--- src/sv/mavt_pkg.sv ---
// Shared types and constants of the multiturn angle and velocity tracker.
// No dependencies; imported by every module of the block but the queue.
package mavt_pkg;

  localparam int TURN_W     = 20;
  localparam int POS_W      = 32;
  localparam int VEL_W      = 32;
  localparam int DMAG_W     = POS_W + 1;
  localparam int THR_W      = 12;
  localparam int RATE_W     = 26;
  localparam int MINT_W     = 24;
  localparam int CFG_ADDR_W = 2;
  localparam int CFG_DATA_W = 26;

  // Product of position change and tick rate, and the divider split.
  localparam int PROD_W    = DMAG_W + RATE_W;
  localparam int Q_W       = VEL_W - 1;
  localparam int HI_W      = PROD_W - Q_W;
  localparam int MUL_LO_W  = 17;
  localparam int MUL_HI_W  = DMAG_W - MUL_LO_W;

  // Result stream layout.
  localparam int RES_W     = POS_W + TURN_W + VEL_W;
  localparam int OUT_TD_W  = ((RES_W + 7) / 8) * 8;
  localparam int VEL_LSB   = POS_W + TURN_W;

  localparam logic [THR_W-1:0]  THR_RST  = 12'd3276;
  localparam logic [RATE_W-1:0] RATE_RST = 26'd9000000;
  localparam logic [MINT_W-1:0] MINT_RST = 24'd900;

  localparam logic signed [TURN_W-1:0] TURN_MAX = {1'b0, {(TURN_W-1){1'b1}}};
  localparam logic signed [TURN_W-1:0] TURN_MIN = {1'b1, {(TURN_W-1){1'b0}}};
  localparam logic signed [VEL_W-1:0]  INT_MAX  = {1'b0, {(VEL_W-1){1'b1}}};
  localparam logic signed [VEL_W-1:0]  INT_MIN  = {1'b1, {(VEL_W-1){1'b0}}};

  typedef enum logic [CFG_ADDR_W-1:0] {
    CFG_WRAP_THR  = 2'd0,
    CFG_TICK_RATE = 2'd1,
    CFG_MIN_TICKS = 2'd2
  } cfg_idx_t;

  // One classified sample handed from the front to the back.
  typedef struct packed {
    logic [POS_W-1:0]  position;
    logic [TURN_W-1:0] turns;
    logic              too_short;
    logic              dneg;
    logic [DMAG_W-1:0] dmag;
  } job_t;

  // One finished result.
  typedef struct packed {
    logic [POS_W-1:0]  position;
    logic [TURN_W-1:0] turns;
    logic [VEL_W-1:0]  velocity;
    logic              too_short;
  } result_t;

endpackage

--- src/sv/mavt_front.sv ---
// Front end: accepts samples, tracks turns, position and elapsed ticks.
// Depends on mavt_pkg; feeds classified jobs into the queue.
module mavt_front #(
  parameter int ANGLE_BITS = 12,
  parameter int TIMER_BITS = 24
) (
  input  logic                          clk,
  input  logic                          rst_n,
  input  logic                          in_valid,
  output logic                          in_ready,
  input  logic [ANGLE_BITS-1:0]         in_angle,
  input  logic [TIMER_BITS-1:0]         in_timer,
  input  logic [mavt_pkg::THR_W-1:0]    wrap_thr,
  input  logic [mavt_pkg::MINT_W-1:0]   min_ticks,
  output logic                          push_valid,
  input  logic                          push_ready,
  output mavt_pkg::job_t                push_job,
  output logic [TIMER_BITS-1:0]         push_elapsed
);
  import mavt_pkg::*;

  localparam int JW  = ANGLE_BITS + 1;
  localparam int CW  = (JW > THR_W) ? JW : THR_W;
  localparam int PW  = TURN_W + ANGLE_BITS;
  localparam int PWX = (PW > POS_W) ? PW : POS_W;
  localparam int EW  = (TIMER_BITS > MINT_W) ? TIMER_BITS : MINT_W;

  logic [ANGLE_BITS-1:0]      last_angle_r;
  logic signed [TURN_W-1:0]   turns_r;
  logic [TIMER_BITS-1:0]      last_timer_r;
  logic [POS_W-1:0]           last_pos_r;
  logic                       s1_valid_r;
  logic [POS_W-1:0]           s1_pos_r;
  logic [TURN_W-1:0]          s1_turns_r;
  logic [TIMER_BITS-1:0]      s1_elapsed_r;
  logic                       s1_short_r;

  logic signed [JW-1:0]       jump;
  logic [JW-1:0]              jump_mag;
  logic                       crossing;
  logic signed [TURN_W-1:0]   turns_nxt;
  logic signed [PWX-1:0]      pos_x;
  logic [POS_W-1:0]           pos_nxt;
  logic [TIMER_BITS-1:0]      elapsed_nxt;
  logic                       short_nxt;
  logic                       accept;
  logic                       push;
  logic signed [DMAG_W-1:0]   dpos;

  assign accept = in_valid && in_ready;
  assign push   = s1_valid_r && push_ready;
  assign in_ready = !s1_valid_r || push_ready;

  // Turn crossing: a jump larger than the threshold moves the turn count.
  assign jump     = $signed({1'b0, in_angle}) - $signed({1'b0, last_angle_r});
  assign jump_mag = jump[JW-1] ? unsigned'(-jump) : unsigned'(jump);
  assign crossing = CW'(jump_mag) > CW'(wrap_thr);

  always_comb begin
    turns_nxt = turns_r;
    if (crossing) begin
      if (!jump[JW-1]) begin
        if (turns_r != TURN_MIN) turns_nxt = turns_r - TURN_W'(1);
      end else begin
        if (turns_r != TURN_MAX) turns_nxt = turns_r + TURN_W'(1);
      end
    end
  end

  // Position is the turn count above the angle bits, clamped to 32 bits.
  assign pos_x = PWX'($signed({turns_nxt, in_angle}));

  always_comb begin
    if (pos_x > PWX'(INT_MAX)) begin
      pos_nxt = INT_MAX;
    end else if (pos_x < PWX'(INT_MIN)) begin
      pos_nxt = INT_MIN;
    end else begin
      pos_nxt = pos_x[POS_W-1:0];
    end
  end

  // Elapsed ticks of the down-counter; an equal or higher value means it wrapped.
  assign elapsed_nxt = (in_timer < last_timer_r) ? last_timer_r - in_timer
                                                 : last_timer_r + ~in_timer;
  assign short_nxt   = (elapsed_nxt == '0) || (EW'(elapsed_nxt) < EW'(min_ticks));

  // Position change against the previous pushed sample.
  assign dpos = $signed({s1_pos_r[POS_W-1], s1_pos_r})
              - $signed({last_pos_r[POS_W-1], last_pos_r});

  always_comb begin
    push_job.position  = s1_pos_r;
    push_job.turns     = s1_turns_r;
    push_job.too_short = s1_short_r;
    push_job.dneg      = dpos[DMAG_W-1];
    push_job.dmag      = dpos[DMAG_W-1] ? unsigned'(-dpos) : unsigned'(dpos);
  end

  assign push_valid   = s1_valid_r;
  assign push_elapsed = s1_elapsed_r;

  // Tracking state and the staging register between accept and push.
  always_ff @(posedge clk) begin
    if (!rst_n) begin
      last_angle_r <= '0;
      turns_r      <= '0;
      last_timer_r <= '0;
      last_pos_r   <= '0;
      s1_valid_r   <= 1'b0;
    end else begin
      if (push) begin
        last_pos_r <= s1_pos_r;
      end
      if (accept) begin
        last_angle_r <= in_angle;
        turns_r      <= turns_nxt;
        last_timer_r <= in_timer;
        s1_valid_r   <= 1'b1;
      end else if (push) begin
        s1_valid_r <= 1'b0;
      end
    end
  end

  always_ff @(posedge clk) begin
    if (accept) begin
      s1_pos_r     <= pos_nxt;
      s1_turns_r   <= turns_nxt;
      s1_elapsed_r <= elapsed_nxt;
      s1_short_r   <= short_nxt;
    end
  end

endmodule

--- src/sv/mavt_queue.sv ---
// Two-entry queue between the front end and the velocity back end.
// Depends on nothing; width set by parameter.
module mavt_queue #(
  parameter int WIDTH = 8
) (
  input  logic             clk,
  input  logic             rst_n,
  input  logic             wr_valid,
  output logic             wr_ready,
  input  logic [WIDTH-1:0] wr_data,
  output logic             rd_valid,
  input  logic             rd_ready,
  output logic [WIDTH-1:0] rd_data
);

  logic [WIDTH-1:0] mem_r [2];
  logic             wr_ptr_r;
  logic             rd_ptr_r;
  logic [1:0]       count_r;
  logic             do_wr;
  logic             do_rd;

  assign wr_ready = (count_r != 2'd2);
  assign rd_valid = (count_r != 2'd0);
  assign rd_data  = mem_r[rd_ptr_r];
  assign do_wr    = wr_valid && wr_ready;
  assign do_rd    = rd_valid && rd_ready;

  // Pointers and fill count.
  always_ff @(posedge clk) begin
    if (!rst_n) begin
      wr_ptr_r <= 1'b0;
      rd_ptr_r <= 1'b0;
      count_r  <= 2'd0;
    end else begin
      if (do_wr) wr_ptr_r <= !wr_ptr_r;
      if (do_rd) rd_ptr_r <= !rd_ptr_r;
      if (do_wr && !do_rd) begin
        count_r <= count_r + 2'd1;
      end else if (do_rd && !do_wr) begin
        count_r <= count_r - 2'd1;
      end
    end
  end

  // Entry storage.
  always_ff @(posedge clk) begin
    if (do_wr) mem_r[wr_ptr_r] <= wr_data;
  end

endmodule

--- src/sv/mavt_back.sv ---
// Back end: multiplies position change by tick rate, divides by elapsed ticks.
// Depends on mavt_pkg; holds the result register of the output stream.
module mavt_back #(
  parameter int TIMER_BITS = 24
) (
  input  logic                         clk,
  input  logic                         rst_n,
  input  logic                         job_valid,
  output logic                         job_ready,
  input  mavt_pkg::job_t               job,
  input  logic [TIMER_BITS-1:0]        job_elapsed,
  input  logic [mavt_pkg::RATE_W-1:0]  tick_rate,
  output logic                         out_valid,
  input  logic                         out_ready,
  output mavt_pkg::result_t            out_res
);
  import mavt_pkg::*;

  localparam int CW    = (HI_W > TIMER_BITS) ? HI_W : TIMER_BITS;
  localparam int CNT_W = $clog2(Q_W);
  localparam logic [CNT_W-1:0] CNT_LAST = CNT_W'(Q_W - 1);

  typedef enum logic [2:0] {
    ST_IDLE,
    ST_MUL_LO,
    ST_MUL_HI,
    ST_CHECK,
    ST_DIV,
    ST_DONE
  } state_t;

  state_t                       state_r;
  job_t                         job_r;
  logic [TIMER_BITS-1:0]        div_r;
  logic [PROD_W-1:0]            prod_r;
  logic [TIMER_BITS-1:0]        rem_r;
  logic [Q_W-1:0]               low_r;
  logic [Q_W-1:0]               q_r;
  logic [CNT_W-1:0]             cnt_r;
  logic [VEL_W-1:0]             vel_r;
  logic                         out_valid_r;
  result_t                      out_res_r;

  logic [MUL_LO_W+RATE_W-1:0]   mul_lo;
  logic [MUL_HI_W+RATE_W-1:0]   mul_hi;
  logic [CW-1:0]                hi_ext;
  logic                         sat;
  logic [TIMER_BITS:0]          trial;
  logic                         take;
  logic [TIMER_BITS:0]          rem_nxt;
  logic [Q_W-1:0]               q_nxt;
  logic [VEL_W-1:0]             vel_div;
  logic                         load_out;

  assign job_ready = (state_r == ST_IDLE);
  assign out_valid = out_valid_r;
  assign out_res   = out_res_r;

  // A finished result moves into the output register once that is free.
  assign load_out = (state_r == ST_DONE) && (!out_valid_r || out_ready);

  // Partial products of the 33 x 26 bit multiplication, one per cycle.
  assign mul_lo = job_r.dmag[MUL_LO_W-1:0] * tick_rate;
  assign mul_hi = job_r.dmag[DMAG_W-1:MUL_LO_W] * tick_rate;

  // A quotient of 2^31 or more shows in the upper product bits alone.
  assign hi_ext = CW'(prod_r[PROD_W-1:Q_W]);
  assign sat    = hi_ext >= CW'(div_r);

  // One restoring division step per cycle.
  assign trial   = {rem_r, low_r[Q_W-1]};
  assign take    = trial >= {1'b0, div_r};
  assign rem_nxt = take ? trial - {1'b0, div_r} : trial;
  assign q_nxt   = {q_r[Q_W-2:0], take};
  assign vel_div = job_r.dneg ? VEL_W'(-{1'b0, q_nxt}) : {1'b0, q_nxt};

  // Sequencer, datapath registers and result register.
  always_ff @(posedge clk) begin
    if (!rst_n) begin
      state_r     <= ST_IDLE;
      out_valid_r <= 1'b0;
    end else begin
      // Result valid: set by a new result, cleared when the held one is taken.
      if (load_out) begin
        out_valid_r <= 1'b1;
      end else if (out_ready) begin
        out_valid_r <= 1'b0;
      end
      case (state_r)
        ST_IDLE: begin
          if (job_valid) begin
            job_r <= job;
            div_r <= job_elapsed;
            if (job.too_short) begin
              vel_r   <= '0;
              state_r <= ST_DONE;
            end else begin
              state_r <= ST_MUL_LO;
            end
          end
        end
        ST_MUL_LO: begin
          prod_r  <= PROD_W'(mul_lo);
          state_r <= ST_MUL_HI;
        end
        ST_MUL_HI: begin
          prod_r  <= prod_r + (PROD_W'(mul_hi) << MUL_LO_W);
          state_r <= ST_CHECK;
        end
        ST_CHECK: begin
          if (sat) begin
            vel_r   <= job_r.dneg ? INT_MIN : INT_MAX;
            state_r <= ST_DONE;
          end else begin
            rem_r   <= hi_ext[TIMER_BITS-1:0];
            low_r   <= prod_r[Q_W-1:0];
            q_r     <= '0;
            cnt_r   <= CNT_LAST;
            state_r <= ST_DIV;
          end
        end
        ST_DIV: begin
          rem_r <= rem_nxt[TIMER_BITS-1:0];
          low_r <= {low_r[Q_W-2:0], 1'b0};
          q_r   <= q_nxt;
          cnt_r <= cnt_r - CNT_W'(1);
          if (cnt_r == '0) begin
            vel_r   <= vel_div;
            state_r <= ST_DONE;
          end
        end
        ST_DONE: begin
          if (load_out) begin
            out_res_r.position  <= job_r.position;
            out_res_r.turns     <= job_r.turns;
            out_res_r.velocity  <= vel_r;
            out_res_r.too_short <= job_r.too_short;
            state_r             <= ST_IDLE;
          end
        end
        default: begin
          state_r <= ST_IDLE;
        end
      endcase
    end
  end

endmodule

--- src/sv/multiturn_angle_velocity_tracker_unit.sv ---
// The front staging register and the queue pass each sample to the back end, which
// sends a short interval straight to the result register, else multiplies, checks
// the range and divides unless the velocity saturates. It serves one sample at a
// time: two multiply steps, a range check, a 31-step one-bit-per-cycle divider.
// The front end and a two-entry queue take new samples while the divider runs.
// Reset (rst_n low, synchronous) clears tracking state and loads register defaults.
module multiturn_angle_velocity_tracker_unit #(
  parameter int ANGLE_BITS = 12,
  parameter int TIMER_BITS = 24
) (
  input  logic                                 clk,
  input  logic                                 rst_n,
  // in_tdata: raw_angle, timer_value (from bit 0 up), zero padded
  input  logic                                 in_tvalid,
  output logic                                 in_tready,
  input  logic [((ANGLE_BITS+TIMER_BITS+7)/8)*8-1:0] in_tdata,
  // out_tdata: position, turn_count, velocity (from bit 0 up), zero padded
  output logic                                 out_tvalid,
  input  logic                                 out_tready,
  output logic [mavt_pkg::OUT_TD_W-1:0]        out_tdata,
  // out_tuser: interval_too_short
  output logic                                 out_tuser,
  input  logic                                 cfg_we,
  input  logic [mavt_pkg::CFG_ADDR_W-1:0]      cfg_addr,
  input  logic [mavt_pkg::CFG_DATA_W-1:0]      cfg_wdata
);
  import mavt_pkg::*;

  localparam int JOB_W = $bits(job_t) + TIMER_BITS;

  logic [THR_W-1:0]      wrap_thr_r;
  logic [RATE_W-1:0]     tick_rate_r;
  logic [MINT_W-1:0]     min_ticks_r;

  logic                  push_valid;
  logic                  push_ready;
  job_t                  push_job;
  logic [TIMER_BITS-1:0] push_elapsed;
  logic                  pop_valid;
  logic                  pop_ready;
  logic [JOB_W-1:0]      pop_data;
  job_t                  pop_job;
  logic [TIMER_BITS-1:0] pop_elapsed;
  result_t               res;

  // Configuration registers.
  always_ff @(posedge clk) begin
    if (!rst_n) begin
      wrap_thr_r  <= THR_RST;
      tick_rate_r <= RATE_RST;
      min_ticks_r <= MINT_RST;
    end else if (cfg_we) begin
      case (cfg_addr)
        CFG_WRAP_THR:  wrap_thr_r  <= cfg_wdata[THR_W-1:0];
        CFG_TICK_RATE: tick_rate_r <= cfg_wdata[RATE_W-1:0];
        CFG_MIN_TICKS: min_ticks_r <= cfg_wdata[MINT_W-1:0];
        default: ;
      endcase
    end
  end

  mavt_front #(
    .ANGLE_BITS (ANGLE_BITS),
    .TIMER_BITS (TIMER_BITS)
  ) u_front (
    .clk          (clk),
    .rst_n        (rst_n),
    .in_valid     (in_tvalid),
    .in_ready     (in_tready),
    .in_angle     (in_tdata[ANGLE_BITS-1:0]),
    .in_timer     (in_tdata[ANGLE_BITS+TIMER_BITS-1:ANGLE_BITS]),
    .wrap_thr     (wrap_thr_r),
    .min_ticks    (min_ticks_r),
    .push_valid   (push_valid),
    .push_ready   (push_ready),
    .push_job     (push_job),
    .push_elapsed (push_elapsed)
  );

  mavt_queue #(
    .WIDTH (JOB_W)
  ) u_queue (
    .clk      (clk),
    .rst_n    (rst_n),
    .wr_valid (push_valid),
    .wr_ready (push_ready),
    .wr_data  ({push_job, push_elapsed}),
    .rd_valid (pop_valid),
    .rd_ready (pop_ready),
    .rd_data  (pop_data)
  );

  assign pop_job     = pop_data[JOB_W-1:TIMER_BITS];
  assign pop_elapsed = pop_data[TIMER_BITS-1:0];

  mavt_back #(
    .TIMER_BITS (TIMER_BITS)
  ) u_back (
    .clk         (clk),
    .rst_n       (rst_n),
    .job_valid   (pop_valid),
    .job_ready   (pop_ready),
    .job         (pop_job),
    .job_elapsed (pop_elapsed),
    .tick_rate   (tick_rate_r),
    .out_valid   (out_tvalid),
    .out_ready   (out_tready),
    .out_res     (res)
  );

  // Result packing, position in the lowest bits.
  assign out_tdata = OUT_TD_W'({res.velocity, res.turns, res.position});
  assign out_tuser = res.too_short;

endmodule

--- config.mk ---
export PLATFORM = sky130hd
export DESIGN_NAME = multiturn_angle_velocity_tracker_unit
export DESIGN_NICKNAME = d
export VERILOG_FILES = /design/src/sv/mavt_pkg.sv /design/src/sv/mavt_front.sv /design/src/sv/mavt_queue.sv /design/src/sv/mavt_back.sv /design/src/sv/multiturn_angle_velocity_tracker_unit.sv
export SDC_FILE = /design/constraint.sdc
export NUM_CORES = 2
export LEC_CHECK = 0
export ABC_CLOCK_PERIOD_IN_PS = 25900
export BUFFER_PORTS_ARGS = -buffer_cell sky130_fd_sc_hd__buf_2
export CORE_MARGIN = 2
export CORE_UTILIZATION = 45
export DETAILED_ROUTE_END_ITERATION = 16
export GPL_TIMING_DRIVEN = 0
export PLACE_DENSITY = 0.71
export SETUP_SLACK_MARGIN = 0.1
export SLEW_MARGIN = 15
export SYNTH_ARGS = -nofsm -noshare
export SYNTH_HDL_FRONTEND = slang
export SYNTH_HIERARCHICAL = 1
export SYNTH_SLANG_ARGS = --single-unit
--- constraint.sdc ---
create_clock -name clk -period 25.9 [get_ports clk]
set_input_delay 7.77 -clock clk [delete_from_list [all_inputs] [get_ports clk]]
set_output_delay 7.77 -clock clk [all_outputs]
set_load 0.005 [all_outputs]
==> impl_results.md <==
* Final Max Slew Viols at 0
* Routability Congestion at 0.983
* # resized after CTS at 0
* Syn. warnings at 6
* Die X at 395 µm
* Async SR Flop Fraction at 0%
* Post-route ant nets at 0
* Nets at 8375
* Slew HR at 22.8%
* Clk_lat worst skew at 710 ps
* Most area-consuming cells after synthesis: edfxtp_1, fa_1, ha_1
* Met2 usage at about two fifths
* Clk buf depth at 3
* Vias in the first global route at 52067
* Initial Util at 45.3%
* Drt first pass iters at 6
* Cts hold-fix bufs at 0
* Number of synthesized flops with an enable pin at 676
* Main flop type after synthesis: edfxtp_1
* Crit path top cell by count: o21a_1
* Max-cap viol count at 0
* Setup bufs post-CTS at 0
* Synth cell count leaders: nand2_1, inv_1, fa_1
* Type of the tightest min-delay check: reg2reg
* Drc violations at 0
* Placeable Area at 0.152 mm²
* Distinct cells, synth at between 100 and 150
* Maximum clock rate at a little over 70 MHz
* Req. time, crit path at 26290 ps
* Final Skew at 76.1 ps
* CTS sink cnt at between 800 and 900
* Number of DRC markers in iteration 0 at 5061
* CP arrival at 14140 ps
* Max FO, Critical Path at 10
* Endpoints failing hold at 0
* Crit path kind: in2reg
* Row count at about 140
* Footprint of the multi-input gates at approximately 0.040 mm²
* Status: complete, no violations
* Grt peak-use layer: met2
* Cells on worst reg2reg path at 32
* Vias at 52109
* Avg Inst Size Synth at around 10 µm²
* Area growth from synthesis to layout at 9.62%
* Wire length per cell at 22.0 µm
* Critical Path Slowest Stage Cell: a221oi_1
* Final Cell Area at 0.0754 mm²
* Worst Hold Depth at 0
* GR Layer Usage met3 at 4.71%
* Flops & latches, synth at between 800 and 900
* Share of layout cells above drive strength 1 at 7.17%
* Post-DP HPWL at between 150000 and 200000 µm
* H-tree Lvls at 3
* GR Util met1 at 36.3%
* Critical path's largest stage delay at 670 ps
* CP Launch Point: in_tdata[0]
* Fill cells at 13836
* Port buffer count at 155
* Total CTS buffers at between 80 and 90
* Critical path endpoint category: flip-flop
* TritonCTS clock tree: built
* Fin crit period at approximately 14000 ps
* Sequential cell area at around 0.024 mm²
* Final worst path period share at 53.1%
* Top-area cell type share of the netlist area at about 30%
* Most common cell in the netlist: nand2_1
* Antenna violations before repair at 19
* Congestion Overflow GR at 0
* Crit path max-delay family: compound AO/OA/AOI/OAI gates
* Clk Tree Root Cell: clkbuf_16
* Mapped Area at 0.0688 mm²
* Fin Setup TNS at 0 ps
* Setup violations, final at 0
* Total Routed Length at 204000 µm
* Critical path depth at 26
* Hold Crit Start: u_back/job_r[86]
* Hold slack at 416 ps
* First-pass GRT wire length at 312000 µm
* DP Area at just over 0.07 mm²
* Die area at roughly 0.16 mm²
* Unrepaired setup endpoints after global routing: no
* Largest net degree at the start of global routing at 72
* CTS clk-pin slew, worst paths at approximately 60 ps
* Drt via density at 5.62
* Worst r2r src: tick_rate_r[8]
* Mapped Cells at just under 7000
* Die Span Y at roughly 400 µm
* Seq/Total Area, Yosys at between 30% and 40%
* GRT Total Usage at 26.1%
* Ports at 164
* Worst-Margin Slew at 1160 ps
* Crit start category: primary input
* WP buf/inv at 4
* Synth area leader: edfxtp_1
per-layer routing:
metal / vias up / routed length [µm]
met4: 10 / 7880
met2: 2370 / 92400
met3: 414 / 17700
met5: - / 71
li1: 23350 / -
met1: 25965 / 86400
logic make-up (layout without fill, tap and decap cells):
kind of cell,after synthesis,in the layout,share of synthesized area [%]
DFF,836,836,34.1
xor gates and xnor gates,244,244,3.11
other,1,10,0.00545
and+or+nand+nor,2171,2171,14.8
adders and majority gates,1133,1133,28.2
muxes,189,189,2.95
AOI/OAI and AO/OA,1012,1012,9.39
buffers and inverters,1319,1650,7.42
layout make-up:
cell class / instances / share of cell area [%]
Clock buffer: 113 / 3.12
Clock inverter: 44 / 0.736
Multi-Input combinational cell: 4753 / 53.4
Antenna cell: 6 / 0.0199
Timing Repair Buffer: 174 / 1.44
Inverter: 970 / 4.83
Sequential cell: 836 / 31.2
Buffer: 349 / 1.95
Tap cell: 2030 / 3.37
worst paths after layout:
check	to	slack (ps)
setup / recovery	u_front/s1_turns_r[1]	12140
hold / removal	u_back/out_res[84]	420
setup reg to reg	u_back/prod_r[58]	15030
hold reg to reg	u_back/out_res[84]	420
state kept, by name (all words and copies together), names as in the netlist, 2 cells and up, named ones only:
name                  cells
u_back/div_r             24
u_back/out_res           85
u_front/s1_pos_r         32
u_back/cnt_r              5
u_back/prod_r            59
u_front/last_timer_r     24
u_front/last_angle_r     12
u_back/vel_r             32
u_back/state_r            3
u_front/turns_r          20
u_queue/mem_r           222
u_front/last_pos_r       32
u_back/q_r               30
u_front/s1_turns_r       20
wrap_thr_r               12
tick_rate_r              26
u_back/low_r             31
u_back/rem_r             24
min_ticks_r              24
u_queue/count_r           2
u_back/job_r             87
u_front/push_elapsed     24
cell usage in the layout, fill, tap and decap left out, types with 179 or more instances in the layout:
cell type	instances
clkbuf_1	308
ha_1	434
nor2_1	274
fa_1	699
a21oi_1	334
edfxtp_1	676
nand2_1	1111
and2_1	291
inv_1	968
o21ai_0	179
per-stage QoR:
step                      utilization, %  worst slack (ps)  std cells
after floorplan                        -             13440       6908
after global placement              47.5             11100       9093
after detailed placement            47.7             11720       9112
after CTS                           49.7             12420       9269
after global routing                49.7             11750       9269
final                               49.7             12140       9275
Power is left out: the tool's default activity adds up to more than one toggle a clock period on the data nets, which glitch-free logic cannot reach.
